`src/hw/rtl/sgm_path_cost_aggregator_unit_defines.svh`:
```
`ifndef SGM_PATH_COST_AGGREGATOR_UNIT_DEFINES_SVH
`define SGM_PATH_COST_AGGREGATOR_UNIT_DEFINES_SVH

// same-cycle implication, sampled on clk, off during reset
`define SGM_ASSERT_NOW(lbl, ante, cons) \
  lbl: assert property (@(posedge clk) disable iff (!rst_n) (ante) |-> (cons)) \
    else $error("sgm assertion failed");

// next-cycle implication, sampled on clk, off during reset
`define SGM_ASSERT_NEXT(lbl, ante, cons) \
  lbl: assert property (@(posedge clk) disable iff (!rst_n) (ante) |=> (cons)) \
    else $error("sgm assertion failed");

`endif

```
`src/hw/rtl/sgm_pca_pkg.sv`:
```
package sgm_pca_pkg;

  localparam int DISPARITIES = 64;
  localparam int DISP_W      = $clog2(DISPARITIES);
  localparam int COST_W      = 8;
  localparam int IDX_W       = 6;
  localparam int CFG_IDX_W   = 1;

  localparam logic [COST_W-1:0] COST_MAX = 8'hFF;

  localparam logic [COST_W-1:0] SMALL_PENALTY_RST = 8'd10;
  localparam logic [COST_W-1:0] LARGE_PENALTY_RST = 8'd120;

  typedef enum logic [CFG_IDX_W-1:0] {
    CFG_SMALL_PENALTY = 1'b0,
    CFG_LARGE_PENALTY = 1'b1
  } cfg_reg_t;

endpackage

```
`src/hw/rtl/sgm_path_cost_aggregator_unit.sv`:
```
// path: an accepted item goes into the input register, then the result register drives result valid
// throughput: one item per cycle while out_ready does not stall, set by the combinational cost update and one
//   memory write plus one look-ahead read of the previous cost vector per item
// reset: synchronous active-low rst_n clears handshake and counter, resets minima, restores default penalties;
//   the previous cost vector is undefined until the first path start fills it
`include "sgm_path_cost_aggregator_unit_defines.svh"

module sgm_path_cost_aggregator_unit
  import sgm_pca_pkg::*;
(
  input  logic                 clk,
  input  logic                 rst_n,
  input  logic                 in_valid,
  output logic                 in_ready,
  input  logic [COST_W-1:0]    in_match_cost,
  input  logic                 in_path_start,
  output logic                 out_valid,
  input  logic                 out_ready,
  output logic [COST_W-1:0]    out_path_cost,
  output logic [IDX_W-1:0]     out_disparity_index,
  output logic                 out_last_disparity,
  input  logic                 cfg_write_en,
  input  logic [CFG_IDX_W-1:0] cfg_index,
  input  logic [COST_W-1:0]    cfg_wdata
);

  localparam logic [DISP_W-1:0] LAST_D = DISP_W'(DISPARITIES - 1);
  localparam logic [DISP_W-1:0] PENU_D = DISP_W'(DISPARITIES - 2);

  function automatic logic [COST_W-1:0] sat_add(input logic [COST_W-1:0] a,
                                               input logic [COST_W-1:0] b);
    logic [COST_W:0] s;
    s = {1'b0, a} + {1'b0, b};
    return s[COST_W] ? COST_MAX : s[COST_W-1:0];
  endfunction

  function automatic logic [COST_W-1:0] min_c(input logic [COST_W-1:0] a,
                                             input logic [COST_W-1:0] b);
    return (a < b) ? a : b;
  endfunction

  logic [COST_W-1:0] mem [DISPARITIES];

  logic [COST_W-1:0] small_penalty_r, large_penalty_r;
  logic              s1_valid_r;
  logic [COST_W-1:0] s1_cost_r;
  logic              s1_start_r;
  logic [DISP_W-1:0] cnt_r, cnt_nxt;
  logic [COST_W-1:0] own_r, up_r;
  logic [COST_W-1:0] prev_min_r, run_min_r, run_min_nxt;
  logic [COST_W-1:0] held_lower_r;
  logic              start_held_r;
  logic              out_valid_r;
  logic [COST_W-1:0] out_cost_r;
  logic [IDX_W-1:0]  out_idx_r;
  logic              out_last_r;

  logic              adv;
  logic              is_first, is_last, start_eff;
  logic [COST_W-1:0] lower, upper, m, diff, result;
  logic [DISP_W-1:0] rd_addr;
  logic [8:0]        cnt_ext;

  assign adv      = s1_valid_r && (!out_valid_r || out_ready);
  assign in_ready = !s1_valid_r || adv;

  assign is_first  = (cnt_r == '0);
  assign is_last   = (cnt_r == LAST_D);
  assign start_eff = is_first ? s1_start_r : start_held_r;
  assign cnt_ext   = 9'(cnt_r);

  always_comb begin
    lower  = is_first ? COST_MAX : held_lower_r;
    upper  = is_last ? COST_MAX : up_r;
    m      = own_r;
    m      = min_c(m, sat_add(lower, small_penalty_r));
    m      = min_c(m, sat_add(upper, small_penalty_r));
    m      = min_c(m, sat_add(prev_min_r, large_penalty_r));
    diff   = (m >= prev_min_r) ? (m - prev_min_r) : '0;
    result = start_eff ? s1_cost_r : sat_add(s1_cost_r, diff);

    run_min_nxt = is_first ? result : min_c(run_min_r, result);
    cnt_nxt     = is_last ? '0 : cnt_r + DISP_W'(1);

    // look-ahead read for the entry after the next one
    if (is_last) begin
      rd_addr = DISP_W'(1);
    end else if (cnt_r == PENU_D) begin
      rd_addr = '0;
    end else begin
      rd_addr = cnt_r + DISP_W'(2);
    end
  end

  always_ff @(posedge clk) begin
    if (!rst_n) begin
      small_penalty_r <= SMALL_PENALTY_RST;
      large_penalty_r <= LARGE_PENALTY_RST;
    end else if (cfg_write_en) begin
      unique case (cfg_reg_t'(cfg_index))
        CFG_SMALL_PENALTY: small_penalty_r <= cfg_wdata;
        CFG_LARGE_PENALTY: large_penalty_r <= cfg_wdata;
      endcase
    end
  end

  always_ff @(posedge clk) begin
    if (!rst_n) begin
      s1_valid_r   <= 1'b0;
      out_valid_r  <= 1'b0;
      cnt_r        <= '0;
      prev_min_r   <= '0;
      run_min_r    <= COST_MAX;
      held_lower_r <= COST_MAX;
      start_held_r <= 1'b0;
    end else begin
      if (in_ready) begin
        s1_valid_r <= in_valid;
      end
      if (adv) begin
        out_valid_r <= 1'b1;
      end else if (out_ready) begin
        out_valid_r <= 1'b0;
      end
      if (adv) begin
        cnt_r        <= cnt_nxt;
        held_lower_r <= own_r;
        start_held_r <= start_eff;
        if (is_last) begin
          prev_min_r <= run_min_nxt;
          run_min_r  <= COST_MAX;
        end else begin
          run_min_r <= run_min_nxt;
        end
      end
    end
  end

  always_ff @(posedge clk) begin
    if (in_valid && in_ready) begin
      s1_cost_r  <= in_match_cost;
      s1_start_r <= in_path_start;
    end
    if (adv) begin
      out_cost_r <= result;
      out_idx_r  <= cnt_ext[IDX_W-1:0];
      out_last_r <= is_last;
      own_r      <= up_r;
    end
  end

  always_ff @(posedge clk) begin
    if (adv) begin
      mem[cnt_r] <= result;
      up_r       <= mem[rd_addr];
    end
  end

  assign out_valid           = out_valid_r;
  assign out_path_cost       = out_cost_r;
  assign out_disparity_index = out_idx_r;
  assign out_last_disparity  = out_last_r;

  `SGM_ASSERT_NOW(a_last_idx, out_valid && out_last_disparity, out_disparity_index == cnt_ext[IDX_W-1:0] || cnt_r == '0)
  `SGM_ASSERT_NEXT(a_cnt_wrap, adv && is_last, cnt_r == '0 && run_min_r == COST_MAX)
  `SGM_ASSERT_NEXT(a_start_raw, adv && start_eff, out_valid && out_path_cost == $past(s1_cost_r))
  `SGM_ASSERT_NEXT(a_min_upd, adv && is_last, prev_min_r <= $past(result))

endmodule

```
`config.mk`:
```
export PLATFORM = sky130hd
export DESIGN_NAME = sgm_path_cost_aggregator_unit
export DESIGN_NICKNAME = d
export VERILOG_FILES = /design/src/hw/rtl/sgm_pca_pkg.sv /design/src/hw/rtl/sgm_path_cost_aggregator_unit.sv
export VERILOG_INCLUDE_DIRS = /design/src /design/src/hw/rtl
export SDC_FILE = /design/constraint.sdc
export NUM_CORES = 1
export LEC_CHECK = 0
export BUFFER_PORTS_ARGS = -buffer_cell sky130_fd_sc_hd__buf_2
export CAP_MARGIN = 20
export CORE_UTILIZATION = 55
export DETAILED_ROUTE_END_ITERATION = 12
export GPL_ROUTABILITY_DRIVEN = 0
export PLACE_DENSITY = 0.71
export SYNTH_ARGS = -nofsm -noshare
export SYNTH_HDL_FRONTEND = slang
export SYNTH_SLANG_ARGS = --single-unit
export TNS_END_PERCENT = 1
```
`constraint.sdc`:
```
create_clock -name clk -period 14.6 [get_ports clk]
set_input_delay 0.73 -clock clk [delete_from_list [all_inputs] [get_ports clk]]
set_output_delay 0.73 -clock clk [all_outputs]
set_load 0.02 [all_outputs]
```
==> results.py, run 1 <==
metrics = {
    "run_status": {
        "status": "completed",
    },
    "synthesis": {
        "synth-edff-count": 552,
        "avgSynthCellArea_um2": 16.5,
        "synth_flop_cell": "edfxtp_1",
        "synth.net_count": 1667,
        "synthAdderAreaFrac": 0.0392,
        "yosysTopAreaCell": "edfxtp_1",
        "yosys.area_share.simple": 0.0621,
        "ys.warnings.count": 0,
        "synth_top_family_by_area": "multiplexers",
        "synthMuxAreaShare": 0.120,
        "synth_xor_area_frac": 0.0118,
        "synth_common_cells": "552 x edfxtp_1, 128 x mux4_2, 118 x nor2_1",
        "synthTopCellsByArea": "edfxtp_1 64%, mux4_2 11%, dfxtp_1 3.8%, ha_1 3.5%, nor2_1 1.7%",
        "synth_cell_types": 69,
        "synthArstFlopShare": 0,
        "synth-seq-cells": 601,
        "synthCells": 1566,
        "syn_area_mm2": 0.0259,
        "synth_compound_area_frac": 0.0688,
        "ys_seq_area_frac": 0.678,
        "synth_top_area_share": 0.640,
        "yosysMostFrequentCell": "edfxtp_1",
    },
    "worst_hold_path": {
        "worstHoldPathCells": 1,
        "hold_class": "input pin to flop",
    },
    "layout": {
        "multi_input_area_mm2": 0.00789,
        "diodes": 0,
        "seqCellArea_mm2": 0.0176,
        "fillerInstances": 3302,
        "final_core_util": 0.615,
        "fin_cells": 2270,
        "layout-area-overhead-vs-synth_pct": 10.4,
        "layout.nets": 1721,
        "layout-drive-gt1-share": 0.189,
    },
    "pwr": {
        "seq_power_share": 0.468,
        "internal-power_mw": 3.64,
        "p_sw_mw": 1.62,
        "p_leak_nw": 9.77,
        "comb_power_share": 0.262,
        "vdd_drop_max_mv": 0.264,
        "power_density_mw_per_mm2": 184,
        "clkPwrFrac": 0.270,
        "swShare": 0.308,
    },
    "sta": {
        "tightest_slew_ns": 1.02,
        "hold_violations": 0,
        "relSlewSlack": 0.316,
        "rsz0062_at_grt": "false",
        "fmax_mhz": 74.1,
        "setup-violations-final": 0,
        "layout_min_cycle_time_ns": 13.50,
        "maxSlewViolCount": 0,
        "fin_worst_skew_ns": 0.0328,
        "fin_crit_sh": 0.925,
        "setup_tns_ns": 0,
    },
    "worst_setup_path": {
        "reg2reg_depth": 61,
        "critPathLaunchType": "flop",
        "worstSetupPathType": "flop to flop",
        "cp_common_cell": "a21o_1",
        "critPathMaxStageDelay_ns": 0.62,
        "endpoint_kind": "flop",
        "cp_slowest_cell": "a2111oi_2",
        "cp.arrival_ns": 14.08,
        "critical_path.max_fanout": 67,
        "crit_required_ns": 15.17,
    },
    "clock_network": {
        "path_clk_slew_ns": 0.06,
        "htree_levels": 2,
        "cts_max_path_buffers": 3,
        "cts_tree": "yes",
        "clock_latency_ns": 0.64,
        "cts-buffers-inserted": 56,
        "cts-root-buf": "clkbuf_16",
        "clkSinkCount": 601,
    },
    "die": {
        "initial_utilization": 0.557,
        "core.rowCount": 79,
        "core_mm2": 0.0465,
        "io_pins": 40,
        "die-area_mm2": 0.0479,
        "die_w_um": 219,
        "die_height_um": 219,
    },
    "global_route": {
        "grt_pass1_vias": 13900,
        "grt_usage": 0.241,
        "grt_max_degree": 68,
        "grt_pass1_wl_um": 84800,
        "antenna_found_initial": 1,
        "grt-ovfl-total": 0,
    },
    "drt": {
        "vias_per_cell": 6.21,
        "vias": 14100,
        "dr.first_iter.drc_count": 1375,
        "route.met3.wl_um": 3720,
        "route.detailed.drc": 0,
        "ant_nets": 0,
        "wl_per_cell_um": 24.8,
        "top_layer_used": "met5",
        "drt-total-wl_um": 56200,
        "wl_met2_um": 26900,
        "drt-met1-wl_um": 24000,
        "drt_first_pass_iters": 5,
    },
    "placed_design": {
        "numPortBuffers": 39,
        "placedCellCount": 2165,
        "hpwl_um": 34700,
    },
    "job": {
        "max_cap_viol_count": 0,
    },
}
-- layout by cell type (no fill, tap or decap), types with 5 or more instances in the layout --
master,count
nand2_1,116
clkbuf_16,57
o21a_1,10
mux4_2,128
clkbuf_1,17
a221oi_1,16
nor2_1,113
clkinv_2,6
clkinv_1,9
o211ai_1,18
xnor2_1,22
ha_1,73
a21o_1,20
nand2b_1,23
o221ai_1,8
a22o_1,18
nor3_1,10
nand4_1,6
nand3_1,24
buf_2,39
a21oi_1,36
inv_2,5
o22a_2,5
mux2i_1,15
or2_2,9
dfxtp_1,49
inv_1,51
fa_1,5
a22oi_1,44
nor2b_1,14
and2_1,7
buf_4,14
xor2_1,13
a21boi_0,11
edfxtp_1,552
o21ai_0,20
-- power groups by stage --
stage                     Combinational, mW  Clock [mW]  Sequential, mW
final                                  1.38        1.42            2.46
after CTS                              1.33        1.43            2.48
after floorplan                       0.843           0            2.52
after global routing                   1.51        1.50            2.47
after detailed placement               1.33           0            2.52
after global placement                 1.28           0            2.51
-- worst max-delay path: cells and delay by family, from the launching register on --
| kind | cells | cell delay [ns] |
|---|---|---|
| AOI/OAI and AO/OA | 29 | 6.30 |
| xor gates and xnor gates | 1 | 0.14 |
| adders and majority gates | 8 | 2.27 |
| buffers and inverters | 6 | 0.89 |
| DFF | 1 | 0.30 |
| muxes | 2 | 0.49 |
| and+or+nand+nor | 15 | 3.03 |
-- registers in the layout, summed over array words and instances (netlist names), 8 cells and up --
signal / cells
prev_min_r: 8
large_penalty_r: 8
mem: 512
run_min_r: 8
out_path_cost: 8
own_r: 8
small_penalty_r: 8
up_r: 8
s1_cost_r: 8
held_lower_r: 8
-- final timing paths --
| check | slack (ns) | from | end |
|---|---|---|---|
| setup / recovery | 1.10 | cnt_r[3]$_SDFFE_PN0P_ | prev_min_r[7]$_SDFFE_PN0P_ |
| hold / removal | 0.28 | in_match_cost[7] | s1_cost_r[7]$_DFFE_PP_ |
| setup reg to reg | 1.10 | cnt_r[3]$_SDFFE_PN0P_ | prev_min_r[7]$_SDFFE_PN0P_ |
| hold reg to reg | 0.44 | up_r[2]$_DFFE_PP_ | own_r[2]$_DFFE_PP_ |
-- metal layers --
layer / GRT usage / vias to the layer above
met3: 0.0450 / 101
met5: 0 / -
met2: 0.376 / 491
met4: 0.0817 / 2
met1: 0.344 / 7217
li1: - / 6285
-- area by class of cell --
type	count	share of cell area
Clock inverter	27	0.00955
Inverter	56	0.00736
Multi-Input combinational cell	846	0.276
Timing Repair Buffer	59	0.0139
Clock buffer	74	0.0522
Sequential cell	601	0.614
Tap cell	607	0.0266
-- stage by stage --
| step | instance area (µm²) | total power, mW | worst slack (ns) | hold WS, ns |
|---|---|---|---|---|
| after global placement | 26700 | 3.79 | 1.06 | 0.428 |
| after CTS | 28500 | 5.24 | 0.489 | 0.242 |
| after global routing | 28600 | 5.48 | 0.0310 | 0.255 |
| final | 28600 | 5.26 | 1.10 | 0.279 |
| after detailed placement | 26700 | 3.85 | 0.526 | 0.426 |
| after floorplan | 25900 | 3.37 | 1.90 | 0.417 |
-- repair_timing --
action / 4_1_cts / 5_1_grt
setup buffers: 0 / 0
resized for setup: 0 / 5
hold buffers: 0 / 0
endpoints found under the setup margin: 0 / 16
-- cell families after synthesis --
logic type	after synthesis
AO/OA/AOI/OAI	235
AND/OR/NAND/NOR	349
multiplexers	149
adder cells (fa/ha/maj)	78
XOR/XNOR	35
buffers and inverters	119
flip-flops	601
Power figures use the tool's default switching activity.
==> run 2, diff against run 1 <==
RECOVER_POWER = 25   (was not set)
==> run 2 against run 1 <==
- largest power group unchanged
- largest cell class unchanged
- sequential share of layout area grew 0.092 points
- clock-buffer cell count is the same
- core utilization shrank 0.091 points
- combinational power is essentially flat
- via count is essentially flat
- hold slack lost 0.0024 ns
- sequential power is essentially flat
- the run now ends with max-capacitance violations, max-slew violations left
- critical path type unchanged
==> results.py, run 2 (same netlist as run 1, synthesis figures left out) <==
metrics = {
    "worst_setup_path": {
        "rrSetupSlack_ns": 1.09,
        "cp.arrival_ns": 14.03,
        "reg2reg_depth": 59,
        "critPathLaunchType": "flop",
        "worstSetupPathType": "flop to flop",
        "cp_common_cell": "a21o_1",
        "endpoint_kind": "flop",
        "critical_path.max_fanout": 67,
        "crit_required_ns": 15.12,
        "critPathMaxStageDelay_ns": 0.62,
        "cp_slowest_cell": "a2111oi_2",
    },
    "clock_network": {
        "htree_levels": 2,
        "cts-buffers-inserted": 56,
        "path_clk_slew_ns": 0.06,
        "cts_tree": "yes",
        "cts_max_path_buffers": 3,
        "cts-root-buf": "clkbuf_16",
        "clkSinkCount": 601,
        "post_cts_buffers": 0,
        "clock_latency_ns": 0.64,
    },
    "run_status": {
        "status": "complete, but fails checks",
        "violations": "max-capacitance violations, max-slew violations",
    },
    "pwr": {
        "vdd_drop_max_mv": 0.264,
        "power_mw": 5.26,
        "power_density_mw_per_mm2": 184,
        "p_leak_nw": 9.71,
    },
    "die": {
        "die-area_mm2": 0.0479,
        "initial_utilization": 0.557,
        "core.rowCount": 79,
        "io_pins": 40,
        "core_mm2": 0.0465,
        "die_w_um": 219,
        "die_height_um": 219,
    },
    "sta": {
        "rsz0062_at_grt": "false",
        "tightest_slew_ns": 2.69,
        "fin_crit_sh": 0.925,
        "maxSlewViolCount": 90,
        "relSlewSlack": -0.793,
        "setup_tns_ns": 0,
        "hold_violations": 0,
        "fin_worst_skew_ns": 0.0332,
        "layout_min_cycle_time_ns": 13.51,
        "fmax_mhz": 74.0,
        "setup-violations-final": 0,
    },
    "placed_design": {
        "hpwl_um": 34700,
        "numPortBuffers": 39,
        "placedCellCount": 2165,
    },
    "layout": {
        "fillerInstances": 3317,
        "final_cell_mix": "552 x edfxtp_1, 128 x mux4_2, 116 x nand2_1",
        "multi_input_area_mm2": 0.00788,
        "layout-drive-gt1-share": 0.176,
        "final_common_cell": "edfxtp_1",
        "layout-area-overhead-vs-synth_pct": 10.2,
        "diodes": 0,
        "largest_reg_flops": 512,
        "largest_register": "mem",
        "fin_cells": 2270,
        "layout.nets": 1721,
        "seqCellArea_mm2": 0.0176,
    },
    "worst_hold_path": {
        "hold_class": "input pin to flop",
        "worstHoldPathCells": 1,
    },
    "global_route": {
        "grt_pass1_wl_um": 84800,
        "grt-ovfl-total": 0,
        "grt_usage": 0.241,
        "grt_pass1_vias": 13900,
        "antenna_found_initial": 1,
        "grt_max_degree": 68,
    },
    "drt": {
        "route.detailed.drc": 0,
        "dr.first_iter.drc_count": 1444,
        "ant_nets": 0,
        "vias": 14100,
        "wl_per_cell_um": 24.8,
        "drt_first_pass_iters": 5,
        "drt-total-wl_um": 56300,
        "vias_per_cell": 6.21,
    },
    "job": {
        "max_cap_viol_count": 2,
    },
}
[run 2: cell count changes in the layout (fill, tap and decap cells not counted), sizes merged]
cell,change
clkbuf,+21
buf,-21
[run 2: worst paths after layout]
path                              start                    endpoint
setup / recovery  cnt_r[5]$_SDFFE_PN0P_  prev_min_r[0]$_SDFFE_PN0P_
hold / removal         in_match_cost[7]      s1_cost_r[7]$_DFFE_PP_
setup reg to reg  cnt_r[5]$_SDFFE_PN0P_  prev_min_r[0]$_SDFFE_PN0P_
hold reg to reg       up_r[2]$_DFFE_PP_          own_r[2]$_DFFE_PP_
[run 2: final cells by class]
type | instances | share of cell area
repair buffers | 59 | 0.0126
well taps | 607 | 0.0266
multi-input cells | 846 | 0.276
inverters | 56 | 0.00737
clock buffers | 74 | 0.0522
flip-flops and latches | 601 | 0.615
clock inverters | 27 | 0.00956
[run 2: report_power, final]
| group | internal, mW | switching [mW] | leakage (nW) |
|---|---|---|---|
| clock network | 0.792 | 0.628 | 0.849 |
| logic | 0.400 | 0.974 | 3.51 |
| registers | 2.45 | 0.0179 | 5.35 |
| total | 3.64 | 1.62 | 9.71 |
[run 2: per-layer routing]
layer | share of wire | GRT usage | vias to the layer above
met5 | 0.00023 | 0 | -
met1 | 0.42 | 0.344 | 7170
met4 | 0.028 | 0.0817 | 2
met2 | 0.48 | 0.376 | 545
li1 | - | - | 6284
met3 | 0.071 | 0.0450 | 101
[run 2: repair_timing]
action | 4_1_cts | 5_1_grt
setup endpoints to repair | 0 | 16
gates resized for setup | 0 | 5
hold buffers | 0 | 0
[run 2: critical path, delay by kind of cell (launching register included)]
family	cells	cell delay, ns
flops	1	0.42
compound gates	28	6.10
fa+ha+maj	8	2.24
simple gates	14	3.00
mux	3	0.73
buf+inv	5	0.71
xor+xnor	1	0.14
[run 2: per-stage QoR]
step / hold slack, ns / util / worst slack [ns] / instance area, µm²
finish: 0.276 / 0.614 / 1.09 / 28500
global route: 0.255 / 0.614 / 0.0274 / 28500
CTS: 0.242 / 0.613 / 0.489 / 28500
detailed placement: 0.426 / 0.575 / 0.526 / 26700
global placement: 0.428 / 0.575 / 1.06 / 26700
floorplan: 0.417 / - / 1.90 / 25900
==> run 3, diff against run 2 <==
clock period = 16.06 ns   (was 14.6 ns; I/O delays follow)
==> run 3 against run 2 <==
- the run still ends with max-capacitance violations, max-slew violations left
- highest routed layer is now met4
- sequential share of layout area is 0.11 points higher
- critical endpoint unchanged
- maximum frequency shrank 5.2%
- non-clock buffer count down 2
- clock skew fell by 0.010 ns
- setup slack better by 0.72 ns
- largest power group unchanged
- clock power fell by 9.9%
- cell count is essentially flat
- register-to-register slack better by 0.72 ns
==> results.py, run 3 (same netlist as run 1, synthesis figures left out) <==
metrics = {
    "run_status": {
        "status": "complete, but fails checks",
        "violations": "max-capacitance violations, max-slew violations",
    },
    "die": {
        "initial_utilization": 0.557,
        "io_pins": 40,
        "die_height_um": 219,
        "core_mm2": 0.0465,
        "die_w_um": 219,
        "die-area_mm2": 0.0479,
        "core.rowCount": 79,
    },
    "clock_network": {
        "cts-root-buf": "clkbuf_16",
        "path_clk_slew_ns": 0.06,
        "post_cts_buffers": 0,
        "cts_tree": "yes",
        "cts_hold_buffers": 0,
        "cts_max_path_buffers": 3,
        "postCtsResizedCells": 0,
        "clock_latency_ns": 0.63,
        "cts-buffers-inserted": 58,
        "htree_levels": 2,
        "clkSinkCount": 601,
    },
    "drt": {
        "ant_nets": 0,
        "wl_per_cell_um": 24.5,
        "vias_per_cell": 6.16,
        "vias": 14000,
        "route.detailed.drc": 0,
        "drt_first_pass_iters": 5,
        "drt-total-wl_um": 55800,
        "dr.first_iter.drc_count": 1375,
    },
    "worst_setup_path": {
        "critical_path.max_fanout": 67,
        "critPathMaxStageDelay_ns": 0.61,
        "cp_slowest_cell": "a211oi_1",
        "cp_common_cell": "a21o_1",
        "cp.arrival_ns": 14.72,
        "endpoint_kind": "flop",
        "worstSetupPathType": "flop to flop",
        "critPathLaunchType": "flop",
        "crit_required_ns": 16.53,
    },
    "sta": {
        "relSlewSlack": -0.699,
        "fin_crit_sh": 0.887,
        "setup-violations-final": 0,
        "layout_min_cycle_time_ns": 14.25,
        "hold_violations": 0,
        "fmax_mhz": 70.2,
        "tightest_slew_ns": 2.55,
        "rsz0062_at_grt": "false",
        "maxSlewViolCount": 87,
        "setup_tns_ns": 0,
        "fin_worst_skew_ns": 0.0231,
    },
    "worst_hold_path": {
        "hold_class": "input pin to flop",
    },
    "placed_design": {
        "hpwl_um": 34700,
        "numPortBuffers": 39,
    },
    "layout": {
        "final_common_cell": "edfxtp_1",
        "layout-drive-gt1-share": 0.174,
        "layout.nets": 1721,
        "layout-area-overhead-vs-synth_pct": 10.0,
        "largest_register": "mem",
        "final_cell_mix": "552 x edfxtp_1, 128 x mux4_2, 116 x nand2_1",
        "largest_reg_flops": 512,
        "diodes": 0,
    },
    "global_route": {
        "grt_max_degree": 68,
        "antenna_found_initial": 0,
        "grt_pass1_vias": 13900,
        "grt_usage": 0.237,
        "grt-ovfl-total": 0,
        "grt_pass1_wl_um": 83700,
    },
    "pwr": {
        "vdd_drop_max_mv": 0.309,
        "power_density_mw_per_mm2": 167,
        "p_leak_nw": 9.70,
        "power_mw": 4.76,
    },
    "job": {
        "max_cap_viol_count": 2,
    },
}
[run 3: changes by cell type in the layout (fill, tap and decap cells not counted), moves of 2 or more]
cell | before | now
clkinv_4 | 2 | 0
clkbuf_16 | 57 | 59
clkinv_1 | 9 | 7
bufinv_16 | 4 | 1
clkbuf_8 | 1 | 6
clkinv_2 | 6 | 9
clkbuf_1 | 38 | 41
clkinvlp_4 | 3 | 1
[run 3: final timing paths]
| check | startpoint | end | slack (ns) | cells after the start |
|---|---|---|---|---|
| worst min-delay path | in_match_cost[5] | s1_cost_r[5]$_DFFE_PP_ | 0.34 | 1 |
| worst max-delay path | cnt_r[3]$_SDFFE_PN0P_ | prev_min_r[0]$_SDFFE_PN0P_ | 1.81 | 60 |
| worst min register to register | up_r[5]$_DFFE_PP_ | own_r[5]$_DFFE_PP_ | 0.45 | 0 |
| worst max register to register | cnt_r[3]$_SDFFE_PN0P_ | prev_min_r[0]$_SDFFE_PN0P_ | 1.81 | 60 |
[run 3: where the power goes]
group          internal (mW)  total [mW]  leakage, nW  switching, mW
clock network          0.718        1.28        0.869          0.564
registers               2.23        2.24         5.35         0.0169
logic                  0.347        1.23         3.49          0.885
[run 3: through the flow]
stage	setup WS (ns)	area, µm²	hold slack [ns]	cells	util
3_3_place_gp	2.56	26700	0.425	2164	0.575
2_1_floorplan	3.36	25900	0.417	1566	-
6_report	1.81	28500	0.343	2272	0.613
3_5_place_dp	1.94	26700	0.431	2164	0.575
5_1_grt	0.722	28500	0.322	2272	0.613
4_1_cts	1.87	28500	0.317	2269	0.613
[run 3: critical path: cells and delay by family (launching register included)]
kind                       cells  cell delay, ns
buffers and inverters          6            0.87
DFF                            1            0.46
and+or+nand+nor               15            3.51
AOI/OAI and AO/OA             26            5.64
adders and majority gates      9            2.58
muxes                          3            0.88
xor gates and xnor gates       1            0.06
[run 3: layer usage]
layer  wire length (µm)  part of all wire  up-vias  global-route usage
met2              26800              0.48      489               0.378
met1              23500              0.42     7107               0.332
li1                   -                 -     6294                   -
met3               3840             0.069       97              0.0448
met4               1660             0.030        0              0.0773
met5                  0                 0        -                   0
[run 3: final cells by class]
| cell class | count | area [µm²] |
|---|---|---|
| fillers | 3305 | 18000 |
| flip-flops and latches | 601 | 17600 |
| multi-input cells | 846 | 7860 |
| clock buffers | 85 | 1630 |
| well taps | 607 | 759 |
| repair buffers | 57 | 322 |
| inverters | 56 | 210 |
| clock inverters | 20 | 138 |
